## src/hdl/spq_pkg.sv

```systemverilog
package spq_pkg;

  localparam int DEPTH_DEF = 64;
  localparam int DATA_W    = 32;
  localparam int COUNT_W   = 7;

  typedef enum logic [1:0] {
    REQ_INSERT = 2'd0,
    REQ_REMOVE = 2'd1,
    REQ_QUERY  = 2'd2
  } req_t;

  typedef struct packed {
    logic [DATA_W-1:0] value;
    logic [DATA_W-1:0] prio;
  } entry_t;

  // Operation broadcast to every cell; ins and rem are already qualified.
  typedef struct packed {
    logic   ins;
    logic   rem;
    entry_t ent;
  } cell_op_t;

endpackage

```

## src/hdl/spq_cell.sv

```systemverilog
module spq_cell #(
  parameter int IDX   = 0,
  parameter int CNT_W = 7
) (
  input  logic              clk,
  input  spq_pkg::cell_op_t op,
  input  logic [CNT_W-1:0]  count,
  input  logic              prev_disp,
  input  spq_pkg::entry_t   prev_ent,
  input  spq_pkg::entry_t   next_ent,
  output logic              disp,
  output spq_pkg::entry_t   ent_r,
  output spq_pkg::entry_t   ent_nxt
);

  logic occ;

  // Cell zero holds the top entry; an insert displaces every entry of
  // strictly lower priority, so equal priorities keep their arrival order.
  assign occ  = CNT_W'(IDX) < count;
  assign disp = !occ || ($signed(op.ent.prio) > $signed(ent_r.prio));

  always_comb begin
    ent_nxt = ent_r;
    if (op.ins) begin
      if (disp) begin
        ent_nxt = prev_disp ? prev_ent : op.ent;
      end
    end else if (op.rem) begin
      ent_nxt = next_ent;
    end
  end

  always_ff @(posedge clk) begin
    ent_r <= ent_nxt;
  end

endmodule

```

## config.mk

```make
export PLATFORM = sky130hd
export DESIGN_NAME = spq_cell
export DESIGN_NICKNAME = d
export VERILOG_FILES = /design/src/hdl/spq_pkg.sv /design/src/hdl/spq_cell.sv
export SDC_FILE = /design/constraint.sdc
export NUM_CORES = 1
export LEC_CHECK = 0
export BUFFER_PORTS_ARGS = -buffer_cell sky130_fd_sc_hd__buf_2
export CAP_MARGIN = 20
export CORE_AREA = 10 10 120 122
export DETAILED_ROUTE_END_ITERATION = 10
export DIE_AREA = 0 0 130 132
export GPL_TIMING_DRIVEN = 0
export HOLD_SLACK_MARGIN = 0.12
export PLACE_DENSITY_LB_ADDON = 0.25
export SLEW_MARGIN = 0
export SYNTH_ARGS = -nofsm -noshare
export SYNTH_HDL_FRONTEND = slang
export SYNTH_SLANG_ARGS = --single-unit
```

## constraint.sdc

```tcl
create_clock -name clk -period 6.8 [get_ports clk]
set_clock_uncertainty 0.1 [all_clocks]
set_input_delay 2.04 -clock clk [delete_from_list [all_inputs] [get_ports clk]]
set_output_delay 2.04 -clock clk [all_outputs]
set_load 0.005 [all_outputs]
```

== Yosys cells after proc, flatten, opt, wreduce, memory -nomap -nowiden ==
Cells that the tools add are included.
Storage, ports and cells
  bits in registers: 64
  input port bits: 203
  output and inout bits: 129
  word-level logic and storage cells: 10
Operators by class
  $lt $le $gt $ge: 2
  muxes and demuxes: 4
  reductions and logical operators: 2
Operators by type and width (number)
  $mux W64: 4
  $gt A32 B32 Y1: 1
  $lt A1 B7 Y1 const A: 1
  $logic_not A1 Y1: 1
  $logic_or A1 B1 Y1: 1

== Logic depth before layout (Yosys ltp) ==
  depth in word-level cells: 5
  mapped depth: 12
  gate-level depth less buffers: 9

== Least setup slack after synthesis ==
No wires, ideal clock.
  kind: in2out
  start: input op[31] (netlist bit)
  end: output ent_nxt[10] (netlist bit)
  data arrival time: 4.070 ns
  required time: 4.660 ns
  path slack: 0.590 ns
  stages on the path: 10
  path through: ha_1 > nand4_2 > nor3_1 > a22o_1 > or3b_1 > o211ai_2 > buf_6 > mux2i_2 > buf_4 > a221oi_2
RTL lines
  start: declaration: RTL line spq_cell.sv:6  | input spq_pkg::cell_op_t op,
  end: declaration: RTL line spq_cell.sv:13  | output spq_pkg::entry_t ent_nxt

==> flow_summary.ini <==
[logic_synthesis]
synth-main-ff-cell = sky130_fd_sc_hd__dfxtp_1
syn_area_sq_um = 4560
ys_warn_count = 0
synth_fp_nets = 719
syn-mean-instance-area_sq_um = 9.42
synth_cells = 484
synth.ff_latch_count = 64
netlist-cell-type-count = 39
synth_edf_count = 0
ys_seq_area_frac = 0.281
synthArstFlopShare = 0

[flow_run]
timing.max_cap.violations = 0

[place]
buffer_ports.inserted = 329
pre_cts_slack_ns = -0.116
numPlacedInstances = 960
globalplace.congestion = 0.920
dpl.hpwl_mm = 16.7

[route]
num_vias = 5148
antenna_left = 0
totalWireLength_mm = 19.9
route.detailed.drc = 0
vias_per_cell = 5.25
drt-pass1-iter-count = 5
routedWlPerCell_um = 20.3
detail_route.iter0.violations = 147

[clock_network]
clock_tree_from_tritoncts = built
cts_buffers = 9
clk_latency_ns = 0.34
cts_buffer_depth = 2
htree_levels = 3
cts.reportedPaths.clkPinSlew_ns = 0.06
clockRootBuffer = sky130_fd_sc_hd__clkbuf_16
clock_sink_count = 64

[pwr]
max-vdd-ir-drop_v = 0.000232
power_density_nw_per_um2 = 432
power.total_uw = 2930
p_leak_uw = 0.00358

[timing]
finalSetupViolations = 0
post-route-period-util = 0.984
hold_slack_ns = 0.376
grt_setup_unrepaired = false
tightestPinTransition_ns = 0.765
final_period_minus_worst_setup_slack_ns = 6.69
maxSlewHeadroom = 0.490
timing_max_transition_violations_final = 0
max_freq_ghz = 0.149
report.final.hold_viol_count = 0
final_critical_path_setup_slack_ns = 0.111

[layout]
combined_area_of_the_multi_input_logic_cells_sq_um = 2990
fillCellCount = 1093
commonest_non_fill_non_tap_cell_in_the_layout = sky130_fd_sc_hd__buf_2
biggest_regs = ent_r x64
seqCellArea_sq_um = 1280
most-common-layout-cells = 330 x sky130_fd_sc_hd__buf_2, 74 x sky130_fd_sc_hd__nand2_1, 64 x sky130_fd_sc_hd__mux2i_1, 64 x sky130_fd_sc_hd__dfxtp_1, 34 x sky130_fd_sc_hd__inv_1
fin_util = 0.570
growth_of_design_area_from_synthesis_to_finish_pct = 48.8
stdcell_count = 981
final_layout_size_suffix_gt1_frac = 0.516
max_flop_register = ent_r
finish.net_count = 1062
largest_reg_flops = 64

[floorplan]
initial_utilization = 0.383
fp.dieW_um = 130
core_region_area_sq_um = 11900
std_cell_rows = 40
die-area_sq_um = 17200
io_pins = 332
chipHeight_um = 132

[global_routing]
grt_max_degree = 11
grt.total_usage = 0.222
grt_pass1_vias = 5806
grt_first_pass_wirelength_mm = 30.4
grt_remaining_overflow = 0
antenna_found_initial = 2

[worst_setup_path]
worst_path_arrival_ns = 4.55
crit_type = in2out
startpoint_types = input port
path_max_fanout = 10
reg2reg_setup_slack_ns = 3.91
worst-endpoint-required_ns = 4.66
endpoint_kind = primary output

[hold_path]
hold_path.class = reg2reg

[run_status]
status = complete, no violations
-- power breakdown --
group	internal, uW	switching (uW)
Clock	303	174
Sequential	572	120
Combinational	872	888
-- metrics by stage --
stage / cell area (sq um) / setup TNS, ns
3_3_place_gp: 6390 / -0.181
3_5_place_dp: 6390 / -1.54
5_1_grt: 6780 / 0
6_report: 6790 / 0
4_1_cts: 6710 / 0
2_1_floorplan: 4560 / 0
-- cells by family after synthesis --
kind of cell,synth area share
compound gates,0.214
fa+ha+maj,0.0878
buf+inv,0.0735
flops,0.281
mux,0.222
simple gates,0.121
-- per-layer routing --
layer | wire (um) | up-vias | share of wire | global-route usage
met5 | 0 | - | 0 | 0
met4 | 543 | 0 | 0.027 | 0.0900
met3 | 1920 | 36 | 0.097 | 0.0805
met2 | 10100 | 230 | 0.51 | 0.399
met1 | 7350 | 2398 | 0.37 | 0.224
li1 | - | 2484 | - | -
-- synthesized netlist by cell type, drive strengths merged (2+ instances only) --
| library cell | count | share of area |
|---|---|---|
| nor2 | 33 | 0.027 |
| inv | 34 | 0.028 |
| nor4 | 2 | 0.0041 |
| dfxtp | 64 | 0.28 |
| nand4 | 7 | 0.011 |
| nor3 | 3 | 0.0033 |
| ha | 32 | 0.088 |
| clkbuf | 21 | 0.017 |
| a221oi | 31 | 0.10 |
| o211ai | 3 | 0.0060 |
| nor2b | 2 | 0.0027 |
| a21o | 2 | 0.0033 |
| nand2 | 74 | 0.061 |
| mux2 | 32 | 0.079 |
| o21ai | 3 | 0.0033 |
| a221o | 33 | 0.072 |
| mux2i | 65 | 0.14 |
| a21oi | 13 | 0.014 |
| buf | 15 | 0.028 |
| nand3 | 3 | 0.0033 |
-- worst max-delay path, stage by stage --
cell	delay (ns)
sky130_fd_sc_hd__buf_2	0.11
sky130_fd_sc_hd__ha_2	0.41
sky130_fd_sc_hd__nand4_4	0.15
sky130_fd_sc_hd__nor4_4	0.31
sky130_fd_sc_hd__nand3_1	0.17
sky130_fd_sc_hd__or3b_1	0.21
sky130_fd_sc_hd__o211ai_2	0.08
sky130_fd_sc_hd__buf_6	0.15
sky130_fd_sc_hd__and2_4	0.15
sky130_fd_sc_hd__buf_6	0.12
sky130_fd_sc_hd__buf_6	0.15
sky130_fd_sc_hd__a221oi_2	0.30
sky130_fd_sc_hd__buf_2	0.18
-- repair_timing --
item | in CTS | in global routing
resized for setup | 3 | 7
gates cloned | 0 | 0
pin swaps | 1 | 2
buffers inserted | 0 | 3
hold buffers | 0 | 0
setup endpoints to repair | 31 | 43
-- cell type report --
type | instances | share of cell area
diodes | 2 | 0.000737
inverters | 34 | 0.0188
repair buffers | 332 | 0.248
clock buffers | 13 | 0.0383
flip-flops and latches | 64 | 0.189
plain buffers | 36 | 0.0323
clock inverters | 3 | 0.00590
well taps | 147 | 0.0271
multi-input cells | 350 | 0.440
-- final timing paths --
path	from	cells past startpoint	end
max reg2reg	ent_r[17]	11	ent_r[31]
max	op[31]	13	ent_nxt[31]
min reg2reg	ent_r[62]	2	ent_r[62]
min	ent_r[62]	2	ent_r[62]
Note: power is estimated with default switching activity, not from simulation.
